### src/hw/rtl/assert_macros.svh
// Assertion macros used by the RTL top level
`ifndef ASSERT_MACROS_SVH
`define ASSERT_MACROS_SVH

// same-cycle implication, clocked on clock, held off during reset
`define ASSERT_IMPL(lbl, ante, cons) \
   lbl: assert property (@(posedge clock) disable iff (reset) (ante) |-> (cons)) \
      else $error("assertion failed");

// next-cycle implication, clocked on clock, held off during reset
`define ASSERT_NEXT(lbl, ante, cons) \
   lbl: assert property (@(posedge clock) disable iff (reset) (ante) |=> (cons)) \
      else $error("assertion failed");

`endif

### src/hw/rtl/i2cee_pkg.sv
// Types and constants of the I2C EEPROM bit-level master
`default_nettype none

package i2cee_pkg;

   typedef enum logic [1:0] {
      CMD_TICK  = 2'd0,
      CMD_WRITE = 2'd1,
      CMD_DATA  = 2'd2,
      CMD_READ  = 2'd3
   } cmd_type;

   localparam logic [2:0] CSR_DEVICE_ADDRESS = 3'd0;
   localparam logic [2:0] CSR_PAGE_SIZE_LOG2 = 3'd1;
   localparam logic [2:0] CSR_BIT_DELAY      = 3'd2;
   localparam logic [2:0] CSR_EDGE_DELAY     = 3'd3;
   localparam logic [2:0] CSR_WRITE_WAIT     = 3'd4;
   localparam logic [2:0] CSR_READ_WAIT      = 3'd5;

   localparam logic [6:0]  RST_DEVICE_ADDRESS = 7'd80;
   localparam logic [2:0]  RST_PAGE_SIZE_LOG2 = 3'd3;
   localparam logic [7:0]  RST_BIT_DELAY      = 8'd2;
   localparam logic [7:0]  RST_EDGE_DELAY     = 8'd5;
   localparam logic [15:0] RST_WRITE_WAIT     = 16'd500;
   localparam logic [15:0] RST_READ_WAIT      = 16'd200;

   typedef struct packed {
      logic [6:0]  device_address;
      logic [2:0]  page_size_log2;
      logic [7:0]  bit_delay_ticks;
      logic [7:0]  edge_delay_ticks;
      logic [15:0] write_wait_ticks;
      logic [15:0] read_wait_ticks;
   } cfg_type;

   typedef struct packed {
      logic       scl;
      logic       sda_release;
      logic       busy_res;
      logic       want_data;
      logic       rd_valid;
      logic [7:0] rd_data;
      logic       rd_last;
      logic       nack;
      logic       refused;
   } rsp_type;

endpackage

`default_nettype wire

### src/hw/rtl/i2c_eeprom_bitbang_master_top.sv
// Top level of the I2C EEPROM bit-level master: control registers and result register
`default_nettype none

// Bit-level I2C master for a byte-addressed EEPROM. Every accepted request word
// (a tick carrying the sampled SDA level, a write or read begin, or a write data
// byte) steps the bus sequencer once and yields exactly one result word, which
// appears on the rsp_ channel in the cycle after acceptance. One word is taken
// every clock cycle while rsp_ready is high; the sequencer steps once per word,
// and the result register holds the next word off while the last result waits.
// Control registers are written through csr_ with no wait and take effect at
// once; write them only while no transfer is running.

`include "assert_macros.svh"

module i2c_eeprom_bitbang_master_top #(
   parameter int ADDR_BITS   = 8,
   parameter int LENGTH_BITS = 16,
   parameter int DELAY_BITS  = 16
) (
   input  wire logic        clock,
   input  wire logic        reset,
   input  wire logic        req_valid,
   output logic             req_ready,
   input  wire logic [1:0]  req_cmd,
   input  wire logic [7:0]  req_mem_addr,
   input  wire logic [15:0] req_length,
   input  wire logic [7:0]  req_wr_data,
   input  wire logic        req_sda_in,
   output logic             rsp_valid,
   input  wire logic        rsp_ready,
   output logic             rsp_scl,
   output logic             rsp_sda_release,
   output logic             rsp_busy_res,
   output logic             rsp_want_data,
   output logic             rsp_rd_valid,
   output logic [7:0]       rsp_rd_data,
   output logic             rsp_rd_last,
   output logic             rsp_nack,
   output logic             rsp_refused,
   input  wire logic        csr_we,
   input  wire logic [2:0]  csr_index,
   input  wire logic [15:0] csr_wdata
);
   import i2cee_pkg::*;

   cfg_type cfg_ff;
   rsp_type rsp_ff, rsp_in;
   logic    rsp_valid_ff;
   logic    accept;

   assign req_ready = !rsp_valid_ff || rsp_ready;
   assign accept    = req_valid && req_ready;

   i2cee_core #(
      .ADDR_BITS   (ADDR_BITS),
      .LENGTH_BITS (LENGTH_BITS),
      .DELAY_BITS  (DELAY_BITS)
   ) u_core (
      .clock    (clock),
      .reset    (reset),
      .step     (accept),
      .cmd      (req_cmd),
      .mem_addr (req_mem_addr),
      .length   (req_length),
      .wr_data  (req_wr_data),
      .sda_in   (req_sda_in),
      .cfg      (cfg_ff),
      .result   (rsp_in)
   );

   always_ff @(posedge clock) begin
      if (reset) begin
         cfg_ff.device_address   <= RST_DEVICE_ADDRESS;
         cfg_ff.page_size_log2   <= RST_PAGE_SIZE_LOG2;
         cfg_ff.bit_delay_ticks  <= RST_BIT_DELAY;
         cfg_ff.edge_delay_ticks <= RST_EDGE_DELAY;
         cfg_ff.write_wait_ticks <= RST_WRITE_WAIT;
         cfg_ff.read_wait_ticks  <= RST_READ_WAIT;
      end else if (csr_we) begin
         case (csr_index)
            CSR_DEVICE_ADDRESS: cfg_ff.device_address   <= csr_wdata[6:0];
            CSR_PAGE_SIZE_LOG2: cfg_ff.page_size_log2   <= csr_wdata[2:0];
            CSR_BIT_DELAY:      cfg_ff.bit_delay_ticks  <= csr_wdata[7:0];
            CSR_EDGE_DELAY:     cfg_ff.edge_delay_ticks <= csr_wdata[7:0];
            CSR_WRITE_WAIT:     cfg_ff.write_wait_ticks <= csr_wdata;
            CSR_READ_WAIT:      cfg_ff.read_wait_ticks  <= csr_wdata;
            default:            cfg_ff <= cfg_ff;
         endcase
      end
   end

   always_ff @(posedge clock) begin
      if (reset) begin
         rsp_valid_ff <= 1'b0;
      end else if (accept) begin
         rsp_valid_ff <= 1'b1;
      end else if (rsp_ready) begin
         rsp_valid_ff <= 1'b0;
      end
   end

   always_ff @(posedge clock) begin
      if (accept) begin
         rsp_ff <= rsp_in;
      end
   end

   assign rsp_valid       = rsp_valid_ff;
   assign rsp_scl         = rsp_ff.scl;
   assign rsp_sda_release = rsp_ff.sda_release;
   assign rsp_busy_res    = rsp_ff.busy_res;
   assign rsp_want_data   = rsp_ff.want_data;
   assign rsp_rd_valid    = rsp_ff.rd_valid;
   assign rsp_rd_data     = rsp_ff.rd_data;
   assign rsp_rd_last     = rsp_ff.rd_last;
   assign rsp_nack        = rsp_ff.nack;
   assign rsp_refused     = rsp_ff.refused;

   `ASSERT_NEXT(a_accept_gives_word, accept, rsp_valid_ff)
   `ASSERT_IMPL(a_rd_byte_busy, rsp_valid_ff && rsp_ff.rd_valid, rsp_ff.busy_res && !rsp_ff.refused)
   `ASSERT_IMPL(a_last_needs_byte, rsp_valid_ff && rsp_ff.rd_last, rsp_ff.rd_valid)
   `ASSERT_IMPL(a_want_holds_scl_low, rsp_valid_ff && rsp_ff.want_data, rsp_ff.busy_res && !rsp_ff.scl && rsp_ff.sda_release)

endmodule

`default_nettype wire

### src/hw/rtl/i2cee_core.sv
// Bus sequencer: state registers and one-word step logic of the I2C master
`default_nettype none

module i2cee_core #(
   parameter int ADDR_BITS   = 8,
   parameter int LENGTH_BITS = 16,
   parameter int DELAY_BITS  = 16
) (
   input  wire logic              clock,
   input  wire logic              reset,
   input  wire logic              step,
   input  wire logic [1:0]        cmd,
   input  wire logic [7:0]        mem_addr,
   input  wire logic [15:0]       length,
   input  wire logic [7:0]        wr_data,
   input  wire logic              sda_in,
   input  wire i2cee_pkg::cfg_type cfg,
   output i2cee_pkg::rsp_type     result
);
   import i2cee_pkg::*;

   typedef enum logic [3:0] {
      P_IDLE, P_START1, P_START2, P_TX_SETUP, P_TX_HIGH, P_TX_LOW, P_ACK, P_WANT,
      P_RX_LOW, P_RX_HIGH, P_RXACK_LOW, P_RXACK_HIGH, P_STOP1, P_STOP2, P_STOP3,
      P_WAIT
   } phase_type;

   typedef enum logic [1:0] {
      R_DEVW, R_MEM, R_DATA, R_DEVR
   } role_type;

   localparam logic [DELAY_BITS-1:0] DELAY_MAX = '1;

   phase_type               phase_ff, phase_in;
   role_type                role_ff, role_in;
   logic [3:0]              bit_index_ff, bit_index_in;
   logic [7:0]              shift_ff, shift_in;
   logic [ADDR_BITS-1:0]    addr_ff, addr_in;
   logic [LENGTH_BITS-1:0]  left_ff, left_in;
   logic [7:0]              page_left_ff, page_left_in;
   logic [DELAY_BITS-1:0]   delay_ff, delay_in;
   logic                    scl_ff, scl_in;
   logic                    sda_ff, sda_in_lvl;
   logic                    reading_ff, reading_in;
   logic                    nack_ff, nack_in;
   logic                    o_valid, o_last, refused;
   logic [7:0]              o_data;

   cmd_type                 cmd_c;
   logic [ADDR_BITS-1:0]    req_addr, page_addr, addr_inc;
   logic [LENGTH_BITS-1:0]  req_len, page_len, left_dec;
   logic [7:0]              page_size, page_low, chunk, page_bytes, page_dec;
   logic [7:0]              shift_tx, shift_rx;
   logic [3:0]              bit_next;
   logic [DELAY_BITS-1:0]   d_bit, d_edge, d_wwait, d_rwait;

   function automatic logic [DELAY_BITS-1:0] sat_ticks(input logic [15:0] t);
      logic [32:0] wide;
      wide = 33'(t);
      return (wide > 33'(DELAY_MAX)) ? DELAY_MAX : DELAY_BITS'(t);
   endfunction

   assign cmd_c    = cmd_type'(cmd);
   assign req_addr = ADDR_BITS'(mem_addr);
   assign req_len  = LENGTH_BITS'(length);
   assign addr_inc = addr_ff + ADDR_BITS'(1);
   assign left_dec = (left_ff != '0) ? left_ff - LENGTH_BITS'(1) : left_ff;
   assign page_dec = (page_left_ff != 8'd0) ? page_left_ff - 8'd1 : page_left_ff;
   assign shift_tx = {shift_ff[6:0], 1'b0};
   assign shift_rx = {shift_ff[6:0], sda_in};
   assign bit_next = bit_index_ff + 4'd1;

   assign page_addr  = (cmd_c == CMD_TICK) ? addr_ff : req_addr;
   assign page_len   = (cmd_c == CMD_TICK) ? left_ff : req_len;
   assign page_size  = 8'd1 << cfg.page_size_log2;
   assign page_low   = 8'(page_addr) & (page_size - 8'd1);
   assign chunk      = page_size - page_low;
   assign page_bytes = (LENGTH_BITS'(chunk) > page_len) ? 8'(page_len) : chunk;

   assign d_bit   = sat_ticks(16'(cfg.bit_delay_ticks));
   assign d_edge  = sat_ticks(16'(cfg.edge_delay_ticks));
   assign d_wwait = sat_ticks(cfg.write_wait_ticks);
   assign d_rwait = sat_ticks(cfg.read_wait_ticks);

   always_comb begin
      phase_in     = phase_ff;
      role_in      = role_ff;
      bit_index_in = bit_index_ff;
      shift_in     = shift_ff;
      addr_in      = addr_ff;
      left_in      = left_ff;
      page_left_in = page_left_ff;
      delay_in     = delay_ff;
      scl_in       = scl_ff;
      sda_in_lvl   = sda_ff;
      reading_in   = reading_ff;
      nack_in      = nack_ff;
      o_valid      = 1'b0;
      o_data       = 8'd0;
      o_last       = 1'b0;
      refused      = 1'b0;
      case (cmd_c)
         CMD_TICK: begin
            if (phase_ff != P_IDLE && phase_ff != P_WANT) begin
               if (delay_ff > DELAY_BITS'(1)) begin
                  delay_in = delay_ff - DELAY_BITS'(1);
               end else begin
                  case (phase_ff)
                     P_START1: begin
                        phase_in = P_START2; scl_in = 1'b1; sda_in_lvl = 1'b0;
                        delay_in = d_edge;
                     end
                     P_START2: begin
                        shift_in     = {cfg.device_address, role_ff == R_DEVR};
                        bit_index_in = 4'd0;
                        phase_in = P_TX_SETUP; scl_in = 1'b0;
                        sda_in_lvl = cfg.device_address[6]; delay_in = d_bit;
                     end
                     P_TX_SETUP: begin
                        phase_in = P_TX_HIGH; scl_in = 1'b1; delay_in = d_bit;
                     end
                     P_TX_HIGH: begin
                        phase_in = P_TX_LOW; scl_in = 1'b0; delay_in = d_bit;
                     end
                     P_TX_LOW: begin
                        shift_in     = shift_tx;
                        bit_index_in = bit_next;
                        delay_in     = d_bit;
                        if (bit_next < 4'd8) begin
                           phase_in = P_TX_SETUP; scl_in = 1'b0; sda_in_lvl = shift_tx[7];
                        end else begin
                           phase_in = P_ACK; scl_in = 1'b1; sda_in_lvl = 1'b1;
                        end
                     end
                     P_ACK: begin
                        nack_in = sda_in;
                        case (role_ff)
                           R_DEVW: begin
                              role_in      = R_MEM;
                              shift_in     = 8'(addr_ff);
                              bit_index_in = 4'd0;
                              phase_in = P_TX_SETUP; scl_in = 1'b0;
                              sda_in_lvl = shift_in[7]; delay_in = d_bit;
                           end
                           R_MEM: begin
                              if (reading_ff) begin
                                 role_in  = R_DEVR;
                                 phase_in = P_START1; scl_in = 1'b1; sda_in_lvl = 1'b1;
                                 delay_in = d_edge;
                              end else if (page_left_ff != 8'd0) begin
                                 role_in  = R_DATA;
                                 phase_in = P_WANT; scl_in = 1'b0; sda_in_lvl = 1'b1;
                                 delay_in = '0;
                              end else begin
                                 phase_in = P_STOP1; scl_in = 1'b0; sda_in_lvl = 1'b0;
                                 delay_in = d_edge;
                              end
                           end
                           R_DATA: begin
                              page_left_in = page_dec;
                              left_in      = left_dec;
                              addr_in      = addr_inc;
                              if (page_dec != 8'd0) begin
                                 phase_in = P_WANT; scl_in = 1'b0; sda_in_lvl = 1'b1;
                                 delay_in = '0;
                              end else begin
                                 phase_in = P_STOP1; scl_in = 1'b0; sda_in_lvl = 1'b0;
                                 delay_in = d_edge;
                              end
                           end
                           default: begin
                              bit_index_in = 4'd0;
                              shift_in     = 8'd0;
                              phase_in = P_RX_LOW; scl_in = 1'b0; sda_in_lvl = 1'b1;
                              delay_in = d_bit;
                           end
                        endcase
                     end
                     P_RX_LOW: begin
                        phase_in = P_RX_HIGH; scl_in = 1'b1; sda_in_lvl = 1'b1;
                        delay_in = d_bit;
                     end
                     P_RX_HIGH: begin
                        shift_in     = shift_rx;
                        bit_index_in = bit_next;
                        delay_in     = d_bit;
                        scl_in       = 1'b0;
                        if (bit_next < 4'd8) begin
                           phase_in = P_RX_LOW; sda_in_lvl = 1'b1;
                        end else begin
                           phase_in   = P_RXACK_LOW;
                           sda_in_lvl = !(left_ff > LENGTH_BITS'(1));
                        end
                     end
                     P_RXACK_LOW: begin
                        phase_in = P_RXACK_HIGH; scl_in = 1'b1; delay_in = d_bit;
                     end
                     P_RXACK_HIGH: begin
                        left_in = left_dec;
                        addr_in = addr_inc;
                        o_valid = 1'b1;
                        o_data  = shift_ff;
                        o_last  = (left_dec == '0);
                        if (left_dec != '0) begin
                           bit_index_in = 4'd0;
                           shift_in     = 8'd0;
                           phase_in = P_RX_LOW; scl_in = 1'b0; sda_in_lvl = 1'b1;
                           delay_in = d_bit;
                        end else begin
                           phase_in = P_STOP1; scl_in = 1'b0; sda_in_lvl = 1'b0;
                           delay_in = d_edge;
                        end
                     end
                     P_STOP1: begin
                        phase_in = P_STOP2; scl_in = 1'b1; sda_in_lvl = 1'b0;
                        delay_in = d_edge;
                     end
                     P_STOP2: begin
                        phase_in = P_STOP3; scl_in = 1'b1; sda_in_lvl = 1'b1;
                        delay_in = d_edge;
                     end
                     P_STOP3: begin
                        phase_in = P_WAIT; scl_in = 1'b1; sda_in_lvl = 1'b1;
                        delay_in = reading_ff ? d_rwait : d_wwait;
                     end
                     P_WAIT: begin
                        if (!reading_ff && left_ff != '0) begin
                           page_left_in = page_bytes;
                           role_in  = R_DEVW;
                           phase_in = P_START1; scl_in = 1'b1; sda_in_lvl = 1'b1;
                           delay_in = d_edge;
                        end else begin
                           phase_in = P_IDLE; scl_in = 1'b1; sda_in_lvl = 1'b1;
                           delay_in = '0;
                        end
                     end
                     default: begin
                        phase_in = phase_ff;
                     end
                  endcase
               end
            end
         end
         CMD_DATA: begin
            if (phase_ff == P_WANT) begin
               shift_in     = wr_data;
               bit_index_in = 4'd0;
               phase_in = P_TX_SETUP; scl_in = 1'b0; sda_in_lvl = wr_data[7];
               delay_in = d_bit;
            end else begin
               refused = 1'b1;
            end
         end
         default: begin
            if (phase_ff != P_IDLE || req_len == '0) begin
               refused = 1'b1;
            end else begin
               addr_in  = req_addr;
               left_in  = req_len;
               role_in  = R_DEVW;
               phase_in = P_START1; scl_in = 1'b1; sda_in_lvl = 1'b1;
               delay_in = d_edge;
               if (cmd_c == CMD_WRITE) begin
                  reading_in   = 1'b0;
                  page_left_in = page_bytes;
               end else begin
                  reading_in = 1'b1;
               end
            end
         end
      endcase
   end

   always_ff @(posedge clock) begin
      if (reset) begin
         phase_ff     <= P_IDLE;
         role_ff      <= R_DEVW;
         bit_index_ff <= 4'd0;
         shift_ff     <= 8'd0;
         addr_ff      <= '0;
         left_ff      <= '0;
         page_left_ff <= 8'd0;
         delay_ff     <= '0;
         scl_ff       <= 1'b1;
         sda_ff       <= 1'b1;
         reading_ff   <= 1'b0;
         nack_ff      <= 1'b0;
      end else if (step) begin
         phase_ff     <= phase_in;
         role_ff      <= role_in;
         bit_index_ff <= bit_index_in;
         shift_ff     <= shift_in;
         addr_ff      <= addr_in;
         left_ff      <= left_in;
         page_left_ff <= page_left_in;
         delay_ff     <= delay_in;
         scl_ff       <= scl_in;
         sda_ff       <= sda_in_lvl;
         reading_ff   <= reading_in;
         nack_ff      <= nack_in;
      end
   end

   always_comb begin
      result.scl         = scl_in;
      result.sda_release = sda_in_lvl;
      result.busy_res    = (phase_in != P_IDLE);
      result.want_data   = (phase_in == P_WANT);
      result.rd_valid    = o_valid;
      result.rd_data     = o_data;
      result.rd_last     = o_last;
      result.nack        = nack_in;
      result.refused     = refused;
   end

endmodule

`default_nettype wire

### config.mk
export PLATFORM = sky130hd
export DESIGN_NAME = i2c_eeprom_bitbang_master_top
export DESIGN_NICKNAME = d
export VERILOG_FILES = /design/src/hw/rtl/i2cee_pkg.sv /design/src/hw/rtl/i2c_eeprom_bitbang_master_top.sv /design/src/hw/rtl/i2cee_core.sv
export VERILOG_INCLUDE_DIRS = /design/src /design/src/hw/rtl
export SDC_FILE = /design/constraint.sdc
export NUM_CORES = 1
export LEC_CHECK = 0
export ABC_CLOCK_PERIOD_IN_PS = 8580
export BUFFER_PORTS_ARGS = -buffer_cell sky130_fd_sc_hd__buf_2
export CELL_PAD_IN_SITES_DETAIL_PLACEMENT = 0
export CELL_PAD_IN_SITES_GLOBAL_PLACEMENT = 2
export CORE_MARGIN = 3
export CORE_UTILIZATION = 38
export DETAILED_ROUTE_END_ITERATION = 7
export PLACE_DENSITY_LB_ADDON = 0.1
export SYNTH_ARGS = -nofsm -noshare
export SYNTH_HDL_FRONTEND = slang
export SYNTH_SLANG_ARGS = --single-unit
### constraint.sdc
create_clock -name clock -period 8.58 [get_ports clock]
set_input_delay 0.429 -clock clock [delete_from_list [all_inputs] [get_ports clock]]
set_output_delay 0.429 -clock clock [all_outputs]
set_load 0.02 [all_outputs]
==> results of run 1 <==
cells in the mapped netlist (17+ instances only):
library cell / n
nand2_1: 206
dfxtp_1: 129
a21oi_1: 119
nor2_1: 114
o21ai_0: 83
clkbuf_1: 58
nand3_1: 56
mux2i_1: 32
nor3_1: 32
inv_1: 31
ha_1: 23
a21o_1: 17
nand2b_1: 17
registers in the layout (all words and copies together) (netlist names), 2 cells and up:
name,count
u_core.addr_ff,8
u_core.delay_ff,16
cfg_ff,58
rsp_rd_data,8
u_core.page_left_ff,8
u_core.left_ff,16
u_core.role_ff,2
u_core.phase_ff,4
u_core.bit_index_ff,4
u_core.shift_ff,8
cell type report:
class | instances | area (sq um)
flip-flops and latches | 145 | 3060
repair buffers | 89 | 480
fillers | 2510 | 13400
clock inverters | 13 | 114
inverters | 35 | 131
multi-input cells | 986 | 5880
clock buffers | 19 | 454
well taps | 319 | 399
logic make-up after synthesis:
kind of cell               share of synthesized area
xor gates and xnor gates                      0.0140
AOI/OAI and AO/OA                              0.272
and+or+nand+nor                                0.264
DFF                                            0.327
buffers and inverters                         0.0474
muxes                                         0.0414
adders and majority gates                     0.0350
metrics by stage:
stage / area [sq um] / setup slack [ns] / power (mW) / utilization
CTS: 10500 / 3.29 / 2.00 / 0.441
floorplan: 9380 / 3.67 / 1.12 / -
global placement: 9960 / 2.92 / 1.27 / 0.417
finish: 10500 / 3.30 / 1.99 / 0.441
global route: 10500 / 2.77 / 2.10 / 0.441
detailed placement: 9960 / 2.84 / 1.26 / 0.417
metal layers:
layer  part of all wire  global-route usage  routed length [microns]  vias to the layer above
li1                   -                   -                        -                     4610
met1               0.50               0.378                    16300                     4432
met2               0.42               0.360                    13800                      277
met3              0.062              0.0446                     2020                       19
met4              0.013              0.0542                      422                        0
met5                  0                   0                        0                        -
worst max-delay path, delay by kind of cell:
family                     cells  cell delay (ns)
AOI/OAI and AO/OA             10             2.26
and+or+nand+nor                3             1.17
adders and majority gates      2             0.56
buffers and inverters          1             0.51
muxes                          1             0.42
xor gates and xnor gates       1             0.19
power groups by stage:
stage	Sequential [mW]	Clock [mW]	Combinational [mW]
2_1_floorplan	0.759	0	0.356
3_3_place_gp	0.773	0	0.493
3_5_place_dp	0.772	0	0.493
4_1_cts	0.757	0.753	0.495
5_1_grt	0.763	0.780	0.554
6_report	0.758	0.738	0.497
path summary, 6_finish.rpt:
kind | slack [ns] | depth (start not counted) | startpoint | endpoint
hold / removal | 0.22 | 3 | csr_wdata[8] | cfg_ff[24]
setup reg to reg | 3.43 | 18 | cfg_ff[48] | u_core.page_left_ff[0]
hold reg to reg | 0.46 | 2 | cfg_ff[0] | cfg_ff[0]
setup / recovery | 3.30 | 18 | req_cmd[1] | u_core.page_left_ff[0]
==> metrics.log, run 1 <==
INFO  metric setup_total_negative_slack = 0 ns
INFO  metric via_per_inst = 5.81
INFO  metric via_count = between 9000 and 10000
INFO  metric crit_arrival = between 5 and 6 ns
INFO  metric rsz0062_at_grt = false
INFO  metric fp-row-count = 56
INFO  metric run_status = completed
INFO  metric grt_first_pass_wirelength = 51.6 mm
INFO  metric vdd_drop_max = 90.4 uV
INFO  metric clk_pin_slew = approximately 0.070 ns
INFO  metric finalMaxSlewViolations = 0
INFO  metric postSynthCellCount = 1244
INFO  metric finalSetupViolCount = 0
INFO  metric logic_pwr_share = 0.250
INFO  metric achievable-frequency = 189 MHz
INFO  metric cts_num_sinks = approximately 150
INFO  metric cts_post_setup_buffers_inserted = 0
INFO  metric drt-total-wl = 32.5 mm
INFO  metric tritoncts.num_buffers = 17
INFO  metric chipWidth = 163 microns
INFO  metric groute.usage.overall = 0.247
INFO  metric clock_tree_from_tritoncts = done
INFO  metric cp_slowest_stage_delay = approximately 0.84 ns
INFO  metric synthesis.area_per_instance = 7.54 sq um
INFO  metric setup.worst_path.end_class = flop
INFO  metric yosys_top_cell_by_area = dfxtp_1
INFO  metric antenna_violating_nets_post_route = 0
INFO  metric starting_density_of_the_core = 0.392
INFO  metric period_share = 0.615
INFO  metric worst_clock_skew = 0.0202 ns
INFO  metric dr.pass1.iters = 5
INFO  metric synth_warnings = 0
INFO  metric final.min_clock_period = 5.28 ns
INFO  metric place.detailed.hpwl = 23.3 mm
INFO  metric synth_flop_cell = dfxtp_1
INFO  metric startpoint_type = input pin
INFO  metric worstPathMaxFanout = 47
INFO  metric synth_seq_area_share = 0.327
INFO  metric finalNonFillerCells = around 1600
INFO  metric drc = 0
INFO  metric grt_antenna_before_repair = 0
INFO  metric postSynthRegisterBits = 145
INFO  metric synthTopCellsByArea = dfxtp_1, nand2_1, a21oi_1
INFO  metric share_of_power_burned_in_the_clock_network = 0.370
INFO  metric worst_slew_margin_rel = 0.251
INFO  metric core = 23900 sq um
INFO  metric power.net_switching = between 0.7 and 0.8 mW
INFO  metric post_cts_resized = 0
INFO  metric clockRootBuffer = clkbuf_16
INFO  metric layout-area-overhead-vs-synth = 12.2%
INFO  metric ioPinCount = 77
INFO  metric cp_cell_sequence = buf_2 -> or2_2 -> nand2_1 -> a21o_1 -> ha_1 -> a221oi_1 -> o31ai_1 -> a21o_1 -> a21oi_1 -> xnor2_1 -> ha_1 -> and3_1 -> o21ai_0 -> a21oi_1 -> o211ai_1 -> mux2_2 -> a22oi_1 -> o32ai_1
INFO  metric slowest_stage = or2_2
INFO  metric power.density_cell_area = 189 nW/um^2
INFO  metric drt-initial-drc-count = 941
INFO  metric die-area = around 27000 sq um
INFO  metric cap_violations = 0
INFO  metric routedWlPerCell = 20.2 microns
INFO  metric grt_pass1_vias = between 8000 and 9000
INFO  metric cts_htree_levels = 4
INFO  metric numPortBuffers = 76
INFO  metric hp-class = in -> reg
INFO  metric synth-async-reset-ratio = 0
INFO  metric gpl.final_weighted_congestion = approximately 0.86
INFO  metric floorplan.die.height = 163 microns
INFO  metric cts-hold-fix-buffers = 0
INFO  metric clkLatencyLatePin = 0.44 ns
INFO  metric hold_viol_final = 0
INFO  metric clock_path_buffers = 2
INFO  metric grt.overflow.total = 0
INFO  metric crit_type = in -> reg
INFO  metric final_nets = 1357
INFO  metric syn-num-nets = 1327
INFO  metric power_leakage = 3.92 nW
INFO  metric layout_common_cells = nand2_1, dfxtp_1, a21oi_1
INFO  metric grt_start_max_net_pins = between 80 and 90
INFO  metric worstMarginPinSlew = around 1.1 ns
INFO  metric placed_cells = 1574
INFO  metric synth_edf_count = 16
INFO  metric diodes = 0
INFO  metric crit_required = 8.86 ns
INFO  metric p_int = 1.29 mW
INFO  metric seq_power_share = 0.380
INFO  metric synth_top_area_frac = 0.275
INFO  metric area_of_the_mapped_netlist = 9380 sq um
INFO  metric switching_share = 0.355
INFO  metric fraction_of_final_layout_cells_with_drive_strength_greater_than_1 = 0.118
INFO  metric layout_commonest_cell = nand2_1
INFO  metric fin_worst_hold_slack = approximately 0.22 ns
INFO  metric synth_cell_types = 86
Power figures use the tool's default switching activity.
==> run 2, diff against run 1 <==
Settings changed: ABC_AREA set to 1, ABC_CLOCK_PERIOD_IN_PS 8580 to 4300, CORE_UTILIZATION 38 to 30.
Clock period 8.58 ns to 4.3 ns, I/O delays scaled along.
==> metrics.log, run 2 <==
INFO  metric place.detailed.hpwl = 27.4 mm (+18%)
INFO  metric synth_edf_count = 16 (unchanged)
INFO  metric via_per_inst = 5.11 (-12%)
INFO  metric worstPathMaxFanout = 16 (-66%)
INFO  metric power.density_cell_area = 391 nW/um^2 (+110%)
INFO  metric clk_pin_slew = 0.07 ns (about the same)
INFO  metric setup.worst_path.end_class = flop
INFO  metric grt_antenna_before_repair = 0 (unchanged)
INFO  metric tritoncts.num_buffers = 17 (unchanged)
INFO  metric achievable-frequency = 265 MHz
INFO  metric power.net_switching = 1.61 mW (+130%)
INFO  metric core = 30800 sq um (+29%)
INFO  metric startpoint_type = flop
INFO  metric power_leakage = 4.79 nW (+22%)
INFO  metric grt_pass1_vias = 9734 (+11%)
INFO  metric grt_first_pass_wirelength = 57.2 mm (+11%)
INFO  metric setup_ws = 0.522 ns (-2.78 ns)
INFO  metric drt-total-wl = 37.1 mm (+14%)
INFO  metric cts_num_sinks = 145 (unchanged)
INFO  metric finalSetupViolCount = 0 (unchanged)
INFO  metric layout_commonest_cell = nand2_1
INFO  metric clock_path_buffers = 2 (unchanged)
INFO  metric cts_htree_levels = 4 (unchanged)
INFO  metric placed_cells = 1907 (+21%)
INFO  metric share_of_power_burned_in_the_clock_network = 0.357 (-0.013)
INFO  metric worst_clock_skew = 0.0144 ns (-0.00581 ns)
INFO  metric final_nets = 1620 (+19%)
INFO  metric synthTopCellsByArea = dfxtp_1, nand2_1, nor2_1
INFO  metric synth.most_common_cell = nand2_1
INFO  metric seq_power_share = 0.356 (-0.024)
INFO  metric cp_cell_sequence = inv_1 -> nor3_2 -> inv_1 -> ha_1 -> nand2_1 -> inv_1 -> nand2_1 -> nand3_1 -> ha_1 -> a21o_1 -> a31oi_1 -> nand3_1 -> and2_1 -> ha_1 -> nand4_1 -> o221ai_1 -> nand2_4 -> o21ai_0 -> a21oi_1 -> o31a_1
INFO  metric fin_total_pwr = 4.26 mW (+110%)
INFO  metric floorplan.die.height = 184 microns (+13%)
INFO  metric starting_density_of_the_core = 0.307 (-0.0856)
INFO  metric groute.usage.overall = 0.222 (-0.0256)
INFO  metric fraction_of_final_layout_cells_with_drive_strength_greater_than_1 = 0.122 (+0.00383)
INFO  metric synth_top_area_frac = 0.273 (-0.00248)
INFO  metric vdd_drop_max = 309 uV (+240%)
INFO  metric syn-num-nets = 1551 (+17%)
INFO  metric drt-initial-drc-count = 630 (-33%)
INFO  metric routedWlPerCell = 19.0 microns (-5.8%)
INFO  metric switching_share = 0.379 (+0.0234)
INFO  metric p_int = 2.65 mW (+110%)
INFO  metric n_fill_cell = 3395 (+35%)
INFO  metric clockRootBuffer = clkbuf_16
INFO  metric worstMarginPinSlew = 0.883 ns (-0.232 ns)
INFO  metric ys_top_cells_by_count = nand2_1, nor2_1, inv_1
INFO  metric clkLatencyLatePin = 0.45 ns (about the same)
INFO  metric hp-class = in -> reg
INFO  metric cts_post_setup_buffers_inserted = 0 (unchanged)
INFO  metric crit_arrival = 4.12 ns (-1.44 ns)
INFO  metric diodes = 0 (unchanged)
INFO  metric cap_violations = 0 (unchanged)
INFO  metric reg.largest.list = cfg_ff: 58 flops, u_core.delay_ff: 16 flops, u_core.left_ff: 16 flops
INFO  metric postSynthCellCount = 1468 (+18%)
INFO  metric finalMaxSlewViolations = 0 (unchanged)
INFO  metric synth_warnings = 0 (unchanged)
INFO  metric yosys_top_cell_by_area = dfxtp_1
INFO  metric cp_slowest_stage_delay = 0.39 ns (-0.45 ns)
INFO  metric synth_flop_cell = dfxtp_1
INFO  metric via_count = 9949 (+6.5%)
INFO  metric slowest_stage = dfxtp_1
INFO  metric grt.overflow.total = 0 (unchanged)
INFO  metric chipWidth = 184 microns (+13%)
INFO  metric die-area = 33700 sq um (+27%)
INFO  metric dr.pass1.iters = 5 (unchanged)
INFO  metric crit_type = reg -> reg
INFO  metric largest_register_ff_count = 58 (unchanged)
INFO  metric pre_cts_ws = 0.361 ns (-2.48 ns)
INFO  metric run_status = completed
INFO  metric gpl.final_weighted_congestion = 0.906 (+5.4%)
INFO  metric logic_pwr_share = 0.287 (+0.037)
INFO  metric synth-async-reset-ratio = 0 (unchanged)
INFO  metric reg2reg_slack = 0.52 ns (-2.91 ns)
INFO  metric layout-area-overhead-vs-synth = 15.2%
INFO  metric register_ranked_first_by_flip_flop_count = cfg_ff
INFO  metric area_of_the_mapped_netlist = 9460 sq um (+0.91%)
INFO  metric layout_common_cells = nand2_1, nor2_1, inv_1
INFO  metric fp-row-count = 64 (+14%)
INFO  metric numPortBuffers = 76 (unchanged)
INFO  metric synthesis.area_per_instance = 6.45 sq um (-14%)
INFO  metric worst_slew_margin_rel = 0.411 (+0.160)
INFO  metric crit_required = 4.64 ns (-4.22 ns)
INFO  metric finalNonFillerCells = 1946 (+21%)
INFO  metric postSynthRegisterBits = 145 (unchanged)
INFO  metric synth_cell_types = 56 (-35%)
INFO  metric ioPinCount = 77 (unchanged)
INFO  metric synth_seq_area_share = 0.324 (-0.00294)
INFO  metric grt_start_max_net_pins = 48 (-45%)
INFO  metric drc = 0 (unchanged)
INFO  metric period_share = 0.879
INFO  metric final.min_clock_period = between 3 and 4 ns
INFO  metric clock_tree_from_tritoncts = done
INFO  metric hold_viol_final = 0 (unchanged)
INFO  metric setup_total_negative_slack = 0 ns (unchanged)
INFO  metric final_core_util = 0.353 (-0.0870)
INFO  metric antenna_violating_nets_post_route = 0 (unchanged)
## run 2: cell types whose count changed in the layout (fill, tap and decap cells not counted), moves of 27 or more
cell | before | now
nor2_1 | 113 | 221
mux2i_1 | 32 | 0
o21ai_1 | 1 | 28
nand2_1 | 206 | 312
inv_1 | 31 | 152
o21ai_0 | 83 | 117
nand3_1 | 56 | 84
## run 2: cell type report
cell class              instances  area, sq um  area share
flip-flops and latches        145         3060       0.281
inverters                     171          642      0.0589
clock inverters                12          120      0.0110
well taps                     396          495      0.0455
clock buffers                  20          447      0.0410
multi-input cells            1098         5520       0.507
repair buffers                104          608      0.0558
## run 2: metrics by stage
step	instance area [sq um]	hold slack, ns
after floorplan	9460	0.341
after CTS	10900	0.00104
after global placement	10200	0.428
after global routing	10900	0.0279
after detailed placement	10200	0.421
final	10900	0.0224
## run 2: cell families (layout without fill, tap and decap cells)
family                     after synthesis  in the layout  share of synthesized area
adders and majority gates               24             24                     0.0325
and+or+nand+nor                        686            686                      0.307
AOI/OAI and AO/OA                      373            373                      0.228
DFF                                    145            145                      0.324
buffers and inverters                  225            307                     0.0943
xor gates and xnor gates                15             15                     0.0139
## run 2: power by group through the flow
stage	combinational, mW	sequential [mW]	clock [mW]
2_1_floorplan	0.823	1.54	0
3_3_place_gp	1.22	1.55	0
3_5_place_dp	1.21	1.55	0
4_1_cts	1.23	1.52	1.57
5_1_grt	1.38	1.53	1.61
6_report	1.22	1.52	1.52
## run 2: final timing paths
path                               startpoint                     end  cells past startpoint
worst max-delay path               cfg_ff[48]  u_core.page_left_ff[3]                     20
worst min-delay path            csr_wdata[15]              cfg_ff[31]                      3
worst max register to register     cfg_ff[48]  u_core.page_left_ff[3]                     20
worst min register to register     cfg_ff[20]              cfg_ff[20]                      2
## run 2: routing by layer
layer,up-vias,GRT usage,part of all wire
li1,5052,-,-
met1,4657,0.295,0.47
met2,205,0.377,0.48
met3,35,0.0328,0.035
met4,0,0.0579,0.016
met5,-,0,0
## run 2: timing repair
item | in CTS | in global routing
hold buffers | 7 | 0
endpoints found under the hold margin | 12 | 0
endpoints found under the setup margin | 0 | 8
resized for setup | 0 | 3
## run 2: critical path: cells and delay by family, from the launching register on
kind                       cells  cell delay (ns)
AOI/OAI and AO/OA              6             1.13
and+or+nand+nor                8             0.98
adders and majority gates      3             0.87
DFF                            1             0.39
buffers and inverters          3             0.28
